==> config.mk <==
export PLATFORM = sky130hd
export DESIGN_NAME = mqtt_client_session_controller_unit
export DESIGN_NICKNAME = d
export VERILOG_FILES = /design/src/rtl/core/mcsc_pkg.sv /design/src/rtl/core/mqtt_client_session_controller_unit.sv /design/src/rtl/core/mcsc_step.sv /design/src/rtl/core/mcsc_out_stage.sv
export SDC_FILE = /design/constraint.sdc
export NUM_CORES = 1
export LEC_CHECK = 0
export BUFFER_PORTS_ARGS = -buffer_cell sky130_fd_sc_hd__clkbuf_2
export CAP_MARGIN = 20
export CELL_PAD_IN_SITES_DETAIL_PLACEMENT = 0
export CELL_PAD_IN_SITES_GLOBAL_PLACEMENT = 1
export CORE_AREA = 2 2 150 152
export CTS_BUF_LIST = sky130_fd_sc_hd__clkbuf_8
export DETAILED_ROUTE_END_ITERATION = 12
export DIE_AREA = 0 0 152 154
export HOLD_SLACK_MARGIN = 0.05
export PLACE_DENSITY_LB_ADDON = 0.3
export SYNTH_ARGS = -nofsm -noshare
export SYNTH_HDL_FRONTEND = slang
export SYNTH_SLANG_ARGS = --single-unit
==> constraint.sdc <==
create_clock -name clk -period 7.08 [get_ports clk]
set_input_delay 0.354 -clock clk [delete_from_list [all_inputs] [get_ports clk]]
set_output_delay 0.354 -clock clk [all_outputs]
set_load 0.01 [all_outputs]
==> src/rtl/core/mcsc_pkg.sv <==
// mcsc_pkg: shared types, codes and helper functions of the MQTT client
// session controller. Used by every module of the block; depends on nothing.
`default_nettype none

package mcsc_pkg;

  // event codes of an input transaction
  localparam logic [3:0] OP_CONNECT    = 4'd0;
  localparam logic [3:0] OP_TCP_UP     = 4'd1;
  localparam logic [3:0] OP_ACKED      = 4'd2;
  localparam logic [3:0] OP_RX         = 4'd3;
  localparam logic [3:0] OP_CLOSED     = 4'd4;
  localparam logic [3:0] OP_REXMIT     = 4'd5;
  localparam logic [3:0] OP_POLL       = 4'd6;
  localparam logic [3:0] OP_TICK       = 4'd7;
  localparam logic [3:0] OP_PUBLISH    = 4'd8;
  localparam logic [3:0] OP_SUBSCRIBE  = 4'd9;
  localparam logic [3:0] OP_DISCONNECT = 4'd10;

  // session states
  localparam logic [3:0] ST_DISC          = 4'd0;
  localparam logic [3:0] ST_WAIT          = 4'd1;
  localparam logic [3:0] ST_CONNECTING    = 4'd2;
  localparam logic [3:0] ST_CONN_SENT     = 4'd3;
  localparam logic [3:0] ST_CONNECTED     = 4'd4;
  localparam logic [3:0] ST_PUBLISHING    = 4'd5;
  localparam logic [3:0] ST_SUBSCRIBING   = 4'd6;
  localparam logic [3:0] ST_SUB_SENT      = 4'd7;
  localparam logic [3:0] ST_PINGING       = 4'd8;
  localparam logic [3:0] ST_DISCONNECTING = 4'd9;

  // packet types to send
  localparam logic [2:0] TX_NONE       = 3'd0;
  localparam logic [2:0] TX_CONNECT    = 3'd1;
  localparam logic [2:0] TX_PUBLISH    = 3'd2;
  localparam logic [2:0] TX_SUBSCRIBE  = 3'd3;
  localparam logic [2:0] TX_PINGREQ    = 3'd4;
  localparam logic [2:0] TX_DISCONNECT = 3'd5;

  // connection commands
  localparam logic [1:0] CL_NONE  = 2'd0;
  localparam logic [1:0] CL_CLOSE = 2'd1;
  localparam logic [1:0] CL_ABORT = 2'd2;

  // received packet type nibbles
  localparam logic [3:0] RX_CONNACK  = 4'd2;
  localparam logic [3:0] RX_PUBLISH  = 4'd3;
  localparam logic [3:0] RX_SUBACK   = 4'd9;
  localparam logic [3:0] RX_PINGRESP = 4'd13;

  localparam logic [15:0] KA_SECS_RESET = 16'd15;
  localparam logic [15:0] KA_SECS_GUARD = 16'd2;
  localparam logic [15:0] IDLE_MAX      = 16'hFFFF;

  typedef struct packed {
    logic [3:0] op;
    logic [3:0] rx_type;
    logic [7:0] connack_code;
    logic [6:0] publish_length;
    logic       publish_retain_flag;
  } item_t;

  typedef struct packed {
    logic [2:0]  tx_packet;
    logic [1:0]  close_action;
    logic [3:0]  session_state;
    logic        is_connected;
    logic [7:0]  last_error;
    logic [15:0] sub_message_id;
    logic        retain_out;
    logic        deliver_publish;
    logic        last;
  } result_t;

  // session states that count as connected
  function automatic logic is_conn(input logic [3:0] st);
    is_conn = (st == ST_CONNECTED) || (st == ST_PUBLISHING) ||
              (st == ST_SUBSCRIBING) || (st == ST_SUB_SENT) ||
              (st == ST_PINGING);
  endfunction

  // packet that goes with a session state
  function automatic logic [2:0] pkt_for_state(input logic [3:0] st);
    case (st)
      ST_CONNECTING:    pkt_for_state = TX_CONNECT;
      ST_PUBLISHING:    pkt_for_state = TX_PUBLISH;
      ST_SUBSCRIBING:   pkt_for_state = TX_SUBSCRIBE;
      ST_PINGING:       pkt_for_state = TX_PINGREQ;
      ST_DISCONNECTING: pkt_for_state = TX_DISCONNECT;
      default:          pkt_for_state = TX_NONE;
    endcase
  endfunction

endpackage

`default_nettype wire

==> src/rtl/core/mqtt_client_session_controller_unit.sv <==
// mqtt_client_session_controller_unit: top level of the MQTT client session
// controller. Depends on mcsc_pkg, mcsc_step and mcsc_out_stage.
//
// Usage:
//   Input channel (in_valid / in_stall): one event per transaction (op plus
//   rx_type, connack_code, publish_length, publish_retain_flag).
//   Output channel (out_valid / out_stall): one or two results per event;
//   out_last marks the final result of an event. The second result appears
//   only when the keep-alive check fires (DISCONNECT or abort).
//   Config: cfg_we writes cfg_wdata into keep_alive_seconds (reset 15);
//   write only while the block is idle.
// Timing:
//   An accepted event is processed from the input register; its first result
//   is then offered from the result register. One event per cycle is sustained
//   while each event gives one result and out_stall stays low; a second result
//   holds the input while the hold register drains.
// Reset: synchronous, active low; session returns to disconnected, all
//   flags and counters clear, keep-alive returns to 15, no result is valid.
// Stall: a stalled result holds steady; the input register then fills and
//   in_stall rises until the output slot frees.
`default_nettype none

module mqtt_client_session_controller_unit (
  input  wire logic        clk,
  input  wire logic        rst_n,
  input  wire logic        cfg_we,
  input  wire logic [15:0] cfg_wdata,
  input  wire logic        in_valid,
  output logic             in_stall,
  input  wire logic [3:0]  in_op,
  input  wire logic [3:0]  in_rx_type,
  input  wire logic [7:0]  in_connack_code,
  input  wire logic [6:0]  in_publish_length,
  input  wire logic        in_publish_retain_flag,
  output logic             out_valid,
  input  wire logic        out_stall,
  output logic [2:0]       out_tx_packet,
  output logic [1:0]       out_close_action,
  output logic [3:0]       out_session_state,
  output logic             out_is_connected,
  output logic [7:0]       out_last_error,
  output logic [15:0]      out_sub_message_id,
  output logic             out_retain_out,
  output logic             out_deliver_publish,
  output logic             out_last
);

  logic [15:0]       ka_secs_r;
  logic              in_valid_r;
  mcsc_pkg::item_t   item_r;
  logic              can_push;
  logic              fire;
  mcsc_pkg::result_t res0;
  mcsc_pkg::result_t res1;
  logic              two_results;
  mcsc_pkg::result_t out_res;

  // keep-alive configuration register
  always_ff @(posedge clk) begin
    if (!rst_n) begin
      ka_secs_r <= mcsc_pkg::KA_SECS_RESET;
    end else if (cfg_we) begin
      ka_secs_r <= cfg_wdata;
    end
  end

  // input register: loads when empty or processed this cycle
  assign fire     = in_valid_r && can_push;
  assign in_stall = in_valid_r && !can_push;

  always_ff @(posedge clk) begin
    if (!rst_n) begin
      in_valid_r <= 1'b0;
    end else if (!in_stall) begin
      in_valid_r <= in_valid;
    end
  end

  always_ff @(posedge clk) begin
    if (in_valid && !in_stall) begin
      item_r.op                  <= in_op;
      item_r.rx_type             <= in_rx_type;
      item_r.connack_code        <= in_connack_code;
      item_r.publish_length      <= in_publish_length;
      item_r.publish_retain_flag <= in_publish_retain_flag;
    end
  end

  // session update
  mcsc_step u_step (
    .clk         (clk),
    .rst_n       (rst_n),
    .fire        (fire),
    .item        (item_r),
    .ka_secs     (ka_secs_r),
    .res0        (res0),
    .res1        (res1),
    .two_results (two_results)
  );

  // result registers
  mcsc_out_stage u_out (
    .clk       (clk),
    .rst_n     (rst_n),
    .push      (fire),
    .push_two  (two_results),
    .push_res0 (res0),
    .push_res1 (res1),
    .can_push  (can_push),
    .out_valid (out_valid),
    .out_stall (out_stall),
    .out_res   (out_res)
  );

  assign out_tx_packet       = out_res.tx_packet;
  assign out_close_action    = out_res.close_action;
  assign out_session_state   = out_res.session_state;
  assign out_is_connected    = out_res.is_connected;
  assign out_last_error      = out_res.last_error;
  assign out_sub_message_id  = out_res.sub_message_id;
  assign out_retain_out      = out_res.retain_out;
  assign out_deliver_publish = out_res.deliver_publish;
  assign out_last            = out_res.last;

endmodule

`default_nettype wire

==> src/rtl/core/mcsc_step.sv <==
// mcsc_step: session state registers and the per-event update logic.
// Produces up to two results per event. Depends on mcsc_pkg.
`default_nettype none

module mcsc_step (
  input  wire logic             clk,
  input  wire logic             rst_n,
  input  wire logic             fire,
  input  wire mcsc_pkg::item_t  item,
  input  wire logic [15:0]      ka_secs,
  output mcsc_pkg::result_t     res0,
  output mcsc_pkg::result_t     res1,
  output logic                  two_results
);

  logic [3:0]  session_r, session_nxt;
  logic        pub_r, pub_nxt;
  logic        ret_r, ret_nxt;
  logic        sub_r, sub_nxt;
  logic        ping_r, ping_nxt;
  logic [15:0] msg_r, msg_nxt;
  logic [7:0]  refusal_r, refusal_nxt;
  logic [15:0] tx_idle_r, tx_idle_nxt;
  logic [15:0] rx_idle_r, rx_idle_nxt;

  logic [2:0]  tx, tx2;
  logic [1:0]  cl, cl2;
  logic        dl;
  logic        second;
  logic        check_en;
  logic [15:0] limit;
  logic        expired;
  logic [3:0]  ev_session;

  // event handling, then the keep-alive timeout check
  always_comb begin
    session_nxt = session_r;
    pub_nxt     = pub_r;
    ret_nxt     = ret_r;
    sub_nxt     = sub_r;
    ping_nxt    = ping_r;
    msg_nxt     = msg_r;
    refusal_nxt = refusal_r;
    tx_idle_nxt = tx_idle_r;
    rx_idle_nxt = rx_idle_r;
    tx          = mcsc_pkg::TX_NONE;
    cl          = mcsc_pkg::CL_NONE;
    dl          = 1'b0;
    tx2         = mcsc_pkg::TX_NONE;
    cl2         = mcsc_pkg::CL_NONE;
    second      = 1'b0;

    case (item.op)
      mcsc_pkg::OP_CONNECT: begin
        session_nxt = mcsc_pkg::ST_WAIT;
        tx_idle_nxt = '0;
        rx_idle_nxt = '0;
      end
      mcsc_pkg::OP_TCP_UP: begin
        session_nxt = mcsc_pkg::ST_CONNECTING;
        tx          = mcsc_pkg::TX_CONNECT;
        tx_idle_nxt = '0;
      end
      mcsc_pkg::OP_ACKED: begin
        case (session_r)
          mcsc_pkg::ST_CONNECTING: session_nxt = mcsc_pkg::ST_CONN_SENT;
          mcsc_pkg::ST_PUBLISHING: begin
            session_nxt = mcsc_pkg::ST_CONNECTED;
            pub_nxt     = 1'b0;
          end
          mcsc_pkg::ST_PINGING: begin
            session_nxt = mcsc_pkg::ST_CONNECTED;
            ping_nxt    = 1'b0;
          end
          mcsc_pkg::ST_SUBSCRIBING: begin
            session_nxt = mcsc_pkg::ST_SUB_SENT;
            sub_nxt     = 1'b0;
          end
          mcsc_pkg::ST_DISCONNECTING: begin
            session_nxt = mcsc_pkg::ST_DISC;
            cl          = mcsc_pkg::CL_CLOSE;
          end
          default: ;
        endcase
      end
      mcsc_pkg::OP_RX: begin
        if (item.rx_type == mcsc_pkg::RX_CONNACK) begin
          if (item.connack_code == 8'd0) begin
            session_nxt = mcsc_pkg::ST_CONNECTED;
          end else begin
            cl          = mcsc_pkg::CL_CLOSE;
            session_nxt = mcsc_pkg::ST_DISC;
            refusal_nxt = item.connack_code;
          end
        end else if (item.rx_type == mcsc_pkg::RX_SUBACK) begin
          session_nxt = mcsc_pkg::ST_CONNECTED;
        end else if (item.rx_type == mcsc_pkg::RX_PINGRESP) begin
          ping_nxt = 1'b0;
        end else if (item.rx_type == mcsc_pkg::RX_PUBLISH) begin
          dl = 1'b1;
        end
        rx_idle_nxt = '0;
      end
      mcsc_pkg::OP_CLOSED: begin
        session_nxt = mcsc_pkg::ST_DISC;
        cl          = mcsc_pkg::CL_CLOSE;
      end
      mcsc_pkg::OP_REXMIT: begin
        tx = mcsc_pkg::pkt_for_state(session_r);
        if (tx != mcsc_pkg::TX_NONE) begin
          tx_idle_nxt = '0;
        end
      end
      mcsc_pkg::OP_POLL: begin
        if (session_r == mcsc_pkg::ST_CONNECTED) begin
          if (pub_r) begin
            session_nxt = mcsc_pkg::ST_PUBLISHING;
            tx          = mcsc_pkg::TX_PUBLISH;
            tx_idle_nxt = '0;
          end else if (sub_r) begin
            session_nxt = mcsc_pkg::ST_SUBSCRIBING;
            msg_nxt     = msg_r + 16'd1;
            tx          = mcsc_pkg::TX_SUBSCRIBE;
            tx_idle_nxt = '0;
          end else if (ping_r) begin
            session_nxt = mcsc_pkg::ST_PINGING;
            tx          = mcsc_pkg::TX_PINGREQ;
            tx_idle_nxt = '0;
          end
        end
      end
      mcsc_pkg::OP_TICK: begin
        if (tx_idle_r != mcsc_pkg::IDLE_MAX) begin
          tx_idle_nxt = tx_idle_r + 16'd1;
        end
        if (rx_idle_r != mcsc_pkg::IDLE_MAX) begin
          rx_idle_nxt = rx_idle_r + 16'd1;
        end
      end
      mcsc_pkg::OP_PUBLISH: begin
        pub_nxt = (item.publish_length != 7'd0);
        ret_nxt = item.publish_retain_flag;
      end
      mcsc_pkg::OP_SUBSCRIBE: sub_nxt = 1'b1;
      mcsc_pkg::OP_DISCONNECT: begin
        if (mcsc_pkg::is_conn(session_r)) begin
          session_nxt = mcsc_pkg::ST_DISCONNECTING;
          tx          = mcsc_pkg::TX_DISCONNECT;
          tx_idle_nxt = '0;
        end
      end
      default: ;
    endcase

    // keep-alive timeout check on connection events and ticks
    ev_session = session_nxt;
    check_en   = (item.op >= mcsc_pkg::OP_TCP_UP) && (item.op <= mcsc_pkg::OP_TICK) &&
                 (ev_session != mcsc_pkg::ST_DISC);
    limit      = ka_secs - mcsc_pkg::KA_SECS_GUARD;
    expired    = (tx_idle_nxt >= limit) || (rx_idle_nxt >= limit);
    if (check_en && expired) begin
      if (mcsc_pkg::is_conn(ev_session)) begin
        if (!ping_nxt) begin
          ping_nxt    = 1'b1;
          rx_idle_nxt = '0;
          tx_idle_nxt = '0;
        end else begin
          session_nxt = mcsc_pkg::ST_DISCONNECTING;
          tx2         = mcsc_pkg::TX_DISCONNECT;
          tx_idle_nxt = '0;
          second      = 1'b1;
        end
      end else begin
        session_nxt = mcsc_pkg::ST_DISC;
        cl2         = mcsc_pkg::CL_ABORT;
        second      = 1'b1;
      end
    end
  end

  // result assembly: both results report the final session
  always_comb begin
    res0.tx_packet       = tx;
    res0.close_action    = cl;
    res0.session_state   = session_nxt;
    res0.is_connected    = mcsc_pkg::is_conn(session_nxt);
    res0.last_error      = refusal_nxt;
    res0.sub_message_id  = (tx == mcsc_pkg::TX_SUBSCRIBE) ? msg_nxt : 16'd0;
    res0.retain_out      = (tx == mcsc_pkg::TX_PUBLISH) ? ret_nxt : 1'b0;
    res0.deliver_publish = dl;
    res0.last            = !second;

    res1.tx_packet       = tx2;
    res1.close_action    = cl2;
    res1.session_state   = session_nxt;
    res1.is_connected    = mcsc_pkg::is_conn(session_nxt);
    res1.last_error      = refusal_nxt;
    res1.sub_message_id  = 16'd0;
    res1.retain_out      = 1'b0;
    res1.deliver_publish = 1'b0;
    res1.last            = 1'b1;
  end

  assign two_results = second;

  // session registers, updated once per processed transaction
  always_ff @(posedge clk) begin
    if (!rst_n) begin
      session_r <= mcsc_pkg::ST_DISC;
      pub_r     <= 1'b0;
      ret_r     <= 1'b0;
      sub_r     <= 1'b0;
      ping_r    <= 1'b0;
      msg_r     <= '0;
      refusal_r <= '0;
      tx_idle_r <= '0;
      rx_idle_r <= '0;
    end else if (fire) begin
      session_r <= session_nxt;
      pub_r     <= pub_nxt;
      ret_r     <= ret_nxt;
      sub_r     <= sub_nxt;
      ping_r    <= ping_nxt;
      msg_r     <= msg_nxt;
      refusal_r <= refusal_nxt;
      tx_idle_r <= tx_idle_nxt;
      rx_idle_r <= rx_idle_nxt;
    end
  end

endmodule

`default_nettype wire

==> src/rtl/core/mcsc_out_stage.sv <==
// mcsc_out_stage: result register plus a hold register for the second
// result of an event. Depends on mcsc_pkg.
`default_nettype none

module mcsc_out_stage (
  input  wire logic               clk,
  input  wire logic               rst_n,
  input  wire logic               push,
  input  wire logic               push_two,
  input  wire mcsc_pkg::result_t  push_res0,
  input  wire mcsc_pkg::result_t  push_res1,
  output logic                    can_push,
  output logic                    out_valid,
  input  wire logic               out_stall,
  output mcsc_pkg::result_t       out_res
);

  logic              out_valid_r;
  mcsc_pkg::result_t out_r;
  logic              hold_valid_r;
  mcsc_pkg::result_t hold_r;
  logic              out_free;

  // output slot frees when empty or taken this cycle
  assign out_free  = !out_valid_r || !out_stall;
  assign can_push  = out_free && !hold_valid_r;
  assign out_valid = out_valid_r;
  assign out_res   = out_r;

  // control: valid flags
  always_ff @(posedge clk) begin
    if (!rst_n) begin
      out_valid_r  <= 1'b0;
      hold_valid_r <= 1'b0;
    end else if (out_free) begin
      if (hold_valid_r) begin
        out_valid_r  <= 1'b1;
        hold_valid_r <= 1'b0;
      end else begin
        out_valid_r  <= push;
        hold_valid_r <= push && push_two;
      end
    end
  end

  // payload: second result drains through the hold register
  always_ff @(posedge clk) begin
    if (out_free) begin
      if (hold_valid_r) begin
        out_r <= hold_r;
      end else if (push) begin
        out_r  <= push_res0;
        hold_r <= push_res1;
      end
    end
  end

endmodule

`default_nettype wire

==> results by group, run 1 <==
Run status
  – Status: finished, final reports clean

Setup path
  – Reg2reg end: u_step.rx_idle_r[13]
  – Slowest Stage Delay on Critical Path: 0.64 ns
  – CP startpoint kind: flop
  – Worst EP required: 7.43 ns
  – Worst-path maximum fanout: 16
  – Crit path kind: flop to flop
  – Worst R2R Path Depth: 16
  – Critical Path AT: 5.42 ns
  – Reg-to-reg startpoint: u_step.tx_idle_r[0]
  – R2r setup slk: 2.01 ns
  – CP max stage cell: nor2_1
  – Cells along the critical path: ha_1, nand3_1, nor3_1, nand3_1, nor2b_1, nor2_1, nand2_1, o21ai_0, ha_1, nand4_1, o31ai_1, a221oi_1, o2111a_1, nor2_1, a31oi_4, a22o_1
  – CP endpoint kind: flop

Timing
  – Slew HR: 44.6%
  – Clk_skew: 0.0219 ns
  – Max Clk Rate: 197 MHz
  – Setup_tns: 0 ns
  – Final hold viol count: 0
  – Post-route clock period utilization: 71.7%
  – Setup violators final: 0
  – Fin. max-slew vios: 0
  – Final WS setup: 2.01 ns
  – Worst slew pin tran: 0.829 ns
  – RSZ-0062 raised after global routing: no
  – Post-layout min period: 5.07 ns

Routing
  – Via count: 6997
  – WL final: 21.5 mm
  – Antenna Nets Post-Route: 0
  – Residual DRC: 0
  – DR WL/cell: 16.9 microns
  – Iteration-0 DRC Markers: 516
  – DR vias/cell: 5.49
  – Drt pass-1 iters: 5

Floorplan
  – Initial core utilization: 39.5%
  – Die area: 0.0234 sq mm
  – Die width: 152 microns
  – CORE AREA: 0.0217 sq mm
  – Height of the die: 154 microns
  – Top Ports: 84
  – Rows: 54

Pwr
  – Total power: 0.00198 W
  – Power density cells: 200 mW/mm^2
  – Peak supply drop: 0.141 mV
  – Leakage: 3.75 nW

Worst hold path
  – Hold Path Sink: ka_secs_r[3]
  – HP Class: input port to flop
  – Hold path cells: 3
  – HP Start: cfg_wdata[3]

Yosys
  – Library cells used by synthesis: 75
  – EDFF count, synth: 76
  – Seq cells post-synth: 159
  – Synth Net Count: 973
  – Post-synthesis cell area: 0.00857 sq mm
  – Async set or reset register ratio after synthesis: 0%
  – Ys Warns: 0
  – Syn avg cell area: 9.61 sq um
  – Synth Flop Type: dfxtp_1
  – Synthesized instance count: 892
  – Seq/Total Area, Yosys: 46.0%

CTS
  – CTS tree: done
  – Htree depth: 4
  – Clock buffer depth: 2
  – CTS clk-pin slew, worst paths: 0.10 ns
  – # clock sinks: 159
  – CTS root buf: clkbuf_8
  – CTS Buf Count: 17
  – Worst-Skew Late Latency: 0.47 ns
  – Post-CTS Resized: 0

Place
  – DP Cell Count: 1218
  – I/O Buffers: 83
  – GPL Wtd Cong: 0.890
  – Setup WS pre-CTS: 2.20 ns
  – Post-DP HPWL: 14.9 mm

Cells and area
  – Finished Layout Cells: 1275
  – Share of layout cells above drive strength 1: 15.6%
  – Final core utilization: 45.7%
  – Final Net Count: 1063
  – Layout area overhead: 15.7%
  – # diodes: 0

Job
  – MaxCap Viol Count: 0

Global routing
  – Pin count of the biggest net entering global routing: 43
  – GRT overflow: 0
  – Initial antenna violation count: 0
  – GRT Total Usage: 18.8%
  – Vias in the first global route: 6704
  – Global-route wire length before repair: 35.4 mm
synthesized netlist by cell type, types with 7 or more instances:
master / count / area (sq um)
mux2i_1: 19 / 190
and3_1: 13 / 81.3
a21oi_1: 55 / 275
nand2_1: 72 / 270
dfxtp_1: 83 / 1660
nor2b_1: 10 / 62.6
a22o_1: 41 / 359
and4_1: 7 / 61.3
nor2_1: 103 / 387
o21ai_0: 54 / 270
o31ai_1: 11 / 82.6
xnor2_1: 16 / 140
nand4_1: 11 / 68.8
inv_1: 21 / 78.8
nor3_1: 21 / 105
edfxtp_1: 76 / 2280
mux2_2: 10 / 113
clkbuf_1: 34 / 128
nor4_1: 8 / 50.1
ha_1: 36 / 450
xor2_1: 20 / 175
or3_1: 12 / 75.1
a31oi_1: 8 / 50.1
nand3_1: 40 / 200
final cells by class:
type / instances / area [sq um]
Sequential cell: 159 / 3940
Clock inverter: 15 / 219
Fill cell: 2065 / 11800
Clock buffer: 17 / 234
Inverter: 22 / 82.6
Timing Repair Buffer: 116 / 731
Tap cell: 280 / 350
Multi-Input combinational cell: 666 / 4360
worst max path at each step:
stage                         from                    to  slack (ns)  cells past startpoint
5_1_grt        u_step.tx_idle_r[0]  u_step.rx_idle_r[13]        1.62                     16
3_5_place_dp   u_step.tx_idle_r[0]   u_step.rx_idle_r[7]        2.20                     16
6_report       u_step.tx_idle_r[0]  u_step.rx_idle_r[13]        2.01                     16
4_1_cts        u_step.tx_idle_r[0]  u_step.rx_idle_r[13]        2.13                     16
3_3_place_gp   u_step.session_r[2]   u_step.rx_idle_r[3]        2.31                     15
2_1_floorplan  u_step.session_r[0]  u_step.rx_idle_r[11]        2.97                     18
report_power, final:
| part | internal [W] | switching, W | leakage, nW |
|---|---|---|---|
| Sequential | 0.000996 | 0.0000272 | 1.42 |
| Combinational | 0.0000736 | 0.000104 | 2.09 |
| Clock | 0.000398 | 0.000385 | 0.234 |
stage by stage:
| stage | instance area, sq um | hold WS [ns] |
|---|---|---|
| floorplan | 8570 | 0.436 |
| global placement | 9210 | 0.445 |
| detailed placement | 9210 | 0.456 |
| CTS | 9900 | 0.0816 |
| global route | 9920 | 0.106 |
| finish | 9920 | 0.107 |
registers in the layout, indices dropped and copies added (netlist names), 4 cells and up:
name / flops
u_out.out_res: 37
item_r: 24
ka_secs_r: 16
u_step.msg_r: 16
u_step.rx_idle_r: 16
u_step.tx_idle_r: 16
u_out.hold_r: 15
u_step.refusal_r: 8
u_step.session_r: 4
cell families after synthesis:
kind of cell | synth area share, %
adder cells (fa/ha/maj) | 5.26
AND/OR/NAND/NOR | 19.8
multiplexers | 3.53
XOR/XNOR | 3.68
AO/OA/AOI/OAI | 18.5
buffers and inverters | 3.26
flip-flops | 46.0
routing by layer:
metal  share of wire [%]  track usage (%)  up-vias
li1                    -                -     3504
met1                  46             24.9     3283
met2                  47             30.5      178
met3                 4.2             4.14       32
met4                 2.4             6.28        0
met5                   0                0        -
critical path, delay by kind of cell (launching register included):
kind	cells	cell delay (ns)
AO/OA/AOI/OAI	6	1.37
AND/OR/NAND/NOR	8	2.61
flip-flops	1	0.43
adder cells (fa/ha/maj)	2	0.54
placed cells by master (no fill, tap or decap), types with 13 or more instances in the layout:
master         instances
nor2_1               102
dfxtp_1               83
clkbuf_2              83
edfxtp_1              76
nand2_1               72
a21oi_1               55
o21ai_0               54
a22o_1                41
nand3_1               40
ha_1                  36
dlygate4sd3_1         24
inv_1                 22
nor3_1                21
xor2_1                20
mux2i_1               19
clkbuf_8              17
xnor2_1               16
and3_1                13
timing repair:
| action | 4_1_cts | 5_1_grt |
|---|---|---|
| endpoints found under the hold margin | 24 | 0 |
| hold buffers | 24 | 0 |
| setup buffers | 0 | 0 |
No activity file was read; power rests on OpenSTA's default activity.
==> inputs of run 2 (changes only) <==
==> constraint.sdc (replaced) <==
create_clock -name clk -period 5.25 [get_ports clk]
set_input_delay 0.2625 -clock clk [delete_from_list [all_inputs] [get_ports clk]]
set_output_delay 0.2625 -clock clk [all_outputs]
set_load 0.01 [all_outputs]
==> results by group, run 2 (synthesis results as in run 1) <==
Run status
  – Status: finished, final reports clean

CTS
  – Htree depth: 4 (unchanged)
  – CTS tree: done
  – # clock sinks: 159 (unchanged)
  – CTS Buf Count: 17 (unchanged)
  – CTS root buf: clkbuf_8
  – Post-CTS Resized: 0 (unchanged)
  – Setup bufs post-CTS: 0 (unchanged)
  – Worst-Skew Late Latency: 0.46 ns (about the same)
  – # hold bufs at CTS: 40 (+67%)
  – Clock buffer depth: 2 (unchanged)
  – CTS clk-pin slew, worst paths: 0.10 ns (about the same)

Setup path
  – CP endpoint kind: flop
  – CP startpoint kind: flop
  – Cells along the critical path: ha_1, nand3_1, nor3_1, buf_4, nand3_1, nor2b_1, nor2_1, nand2_1, o21ai_0, ha_1, nand4_1, o31ai_1, a221oi_1, o2111a_1, nor2_1, a31oi_4, a22o_1
  – Slowest Stage Delay on Critical Path: 0.61 ns (-0.03 ns)
  – Crit path kind: flop to flop
  – Worst-path maximum fanout: 16 (unchanged)
  – CP delay by family, top: simple AND/OR/NAND/NOR gates
  – Buf/Inv on CP: 1 (+1)
  – Critical Path AT: 5.11 ns (-0.31 ns)
  – Worst EP required: 5.59 ns (-1.84 ns)
  – CP max stage cell: nor2_1

Cells and area
  – Share of layout cells above drive strength 1: 16.3% (+0.76 points)
  – Final Net Count: 1090 (+2.5%)
  – # diodes: 0 (unchanged)
  – Layout area overhead: 18.4%
  – Filler cells: 2062 (-0.15%)
  – Final core utilization: 46.8% (+1.1 points)
  – Commonest non-fill, non-tap cells in the layout: nor2_1 (102), dfxtp_1 (83), clkbuf_2 (83)
  – Commonest non-fill, non-tap cell in the layout: nor2_1
  – Area of the multi-input gates: 0.00436 sq mm (unchanged)
  – Max FFs per register: 37 (unchanged)
  – Register Area: 0.00394 sq mm (unchanged)

Routing
  – Residual DRC: 0 (unchanged)
  – Iteration-0 DRC Markers: 560 (+8.5%)
  – WL final: 22.1 mm (+2.7%)
  – Via count: 7088 (+1.3%)
  – DR vias/cell: 5.44 (-0.80%)
  – DR WL/cell: 17.0 microns (+0.52%)
  – Drt pass-1 iters: 5 (unchanged)
  – Antenna Nets Post-Route: 0 (unchanged)

Timing
  – Max Clk Rate: 210 MHz (+6.3%)
  – Setup_tns: 0 ns (unchanged)
  – Post-route clock period utilization: 90.9% (+19 points)
  – Clk_skew: 0.0211 ns (-0.000801 ns)
  – RSZ-0062 raised after global routing: no
  – Setup violators final: 0 (unchanged)
  – Worst slew pin tran: 0.820 ns (-0.00902 ns)
  – Fin. max-slew vios: 0 (unchanged)
  – Final hold viol count: 0 (unchanged)
  – Slew HR: 45.3% (+0.68 points)
  – Post-layout min period: 4.77 ns (-0.301 ns)

Floorplan
  – Rows: 54 (unchanged)
  – Initial core utilization: 39.5% (unchanged)
  – Die width: 152 microns (unchanged)
  – Height of the die: 154 microns (unchanged)
  – Top Ports: 84 (unchanged)
  – CORE AREA: 0.0217 sq mm (unchanged)
  – Die area: 0.0234 sq mm (unchanged)

Pwr
  – Leakage: 3.85 nW (+2.7%)
  – Peak supply drop: 0.156 mV (+10%)
  – Power density cells: 256 mW/mm^2 (+28%)

Global routing
  – Initial antenna violation count: 0 (unchanged)
  – GRT overflow: 0 (unchanged)
  – Pin count of the biggest net entering global routing: 43 (unchanged)
  – Global-route wire length before repair: 35.6 mm (+0.53%)
  – Vias in the first global route: 6756 (+0.78%)
  – GRT Total Usage: 18.9% (+0.17 points)

Worst hold path
  – HP Class: input port to flop

Place
  – I/O Buffers: 83 (unchanged)
  – Post-DP HPWL: 15.5 mm (+4.3%)
  – GPL Wtd Cong: 0.855 (-4.0%)

Job
  – MaxCap Viol Count: 0 (unchanged)
## run 2: changes by cell type in the layout (fill, tap and decap cells not counted)
cell,before,now
buf_16,0,1
buf_4,8,19
buf_8,1,0
bufinv_16,4,1
clkinv_4,1,2
clkinv_8,0,4
clkinvlp_4,0,1
dlygate4sd3_1,24,40
inv_1,22,21
inv_6,6,2
inv_8,3,5
## run 2: layer usage
layer / track usage [%] / routed length, microns / vias up
li1: - / - / 3571
met1: 24.4 / 9980 / 3291
met2: 31.5 / 10600 / 192
met3: 4.34 / 1020 / 34
met4: 6.23 / 493 / 0
met5: 0 / 0 / -
## run 2: worst paths after layout
| kind | start | endpoint | slack, ns | cells after the start |
|---|---|---|---|---|
| max reg2reg | u_step.tx_idle_r[0] | u_step.rx_idle_r[5] | 0.48 | 17 |
| min | cfg_wdata[0] | ka_secs_r[0] | 0.09 | 3 |
| max | u_step.tx_idle_r[0] | u_step.rx_idle_r[5] | 0.48 | 17 |
| min reg2reg | u_step.ret_r | u_step.ret_r | 0.46 | 2 |
## run 2: metrics by stage
step                      cells  worst slack [ns]  instance area [sq um]  hold slack (ns)  total power [W]
after floorplan             892              1.14                   8570            0.361          0.00155
after global placement     1229             0.684                   9290            0.439          0.00164
after detailed placement   1229             0.599                   9290            0.441          0.00164
after CTS                  1301             0.522                  10100           0.0665          0.00263
after global routing       1302            0.0699                  10100           0.0588          0.00272
final                      1302             0.478                  10100           0.0864          0.00260
## run 2: worst reg2reg max path, delay by kind of cell, from the launching register on
family	cells	cell delay, ns
AO/OA/AOI/OAI	6	1.34
adder cells (fa/ha/maj)	2	0.55
AND/OR/NAND/NOR	8	2.16
buffers and inverters	1	0.17
flip-flops	1	0.44
## run 2: report_power, final
part | internal, W | total (W) | switching, W | leakage [nW]
sequential | 0.00134 | 0.00137 | 0.0000298 | 1.42
clock | 0.000410 | 0.000960 | 0.000550 | 0.212
combinational | 0.000112 | 0.000265 | 0.000153 | 2.22
## run 2: layout make-up
cell class	instances	area share (%)
multi-input cells	666	42.9
flip-flops and latches	159	38.9
repair buffers	143	9.72
well taps	280	3.45
clock buffers	17	2.31
clock inverters	15	1.91
inverters	22	0.814
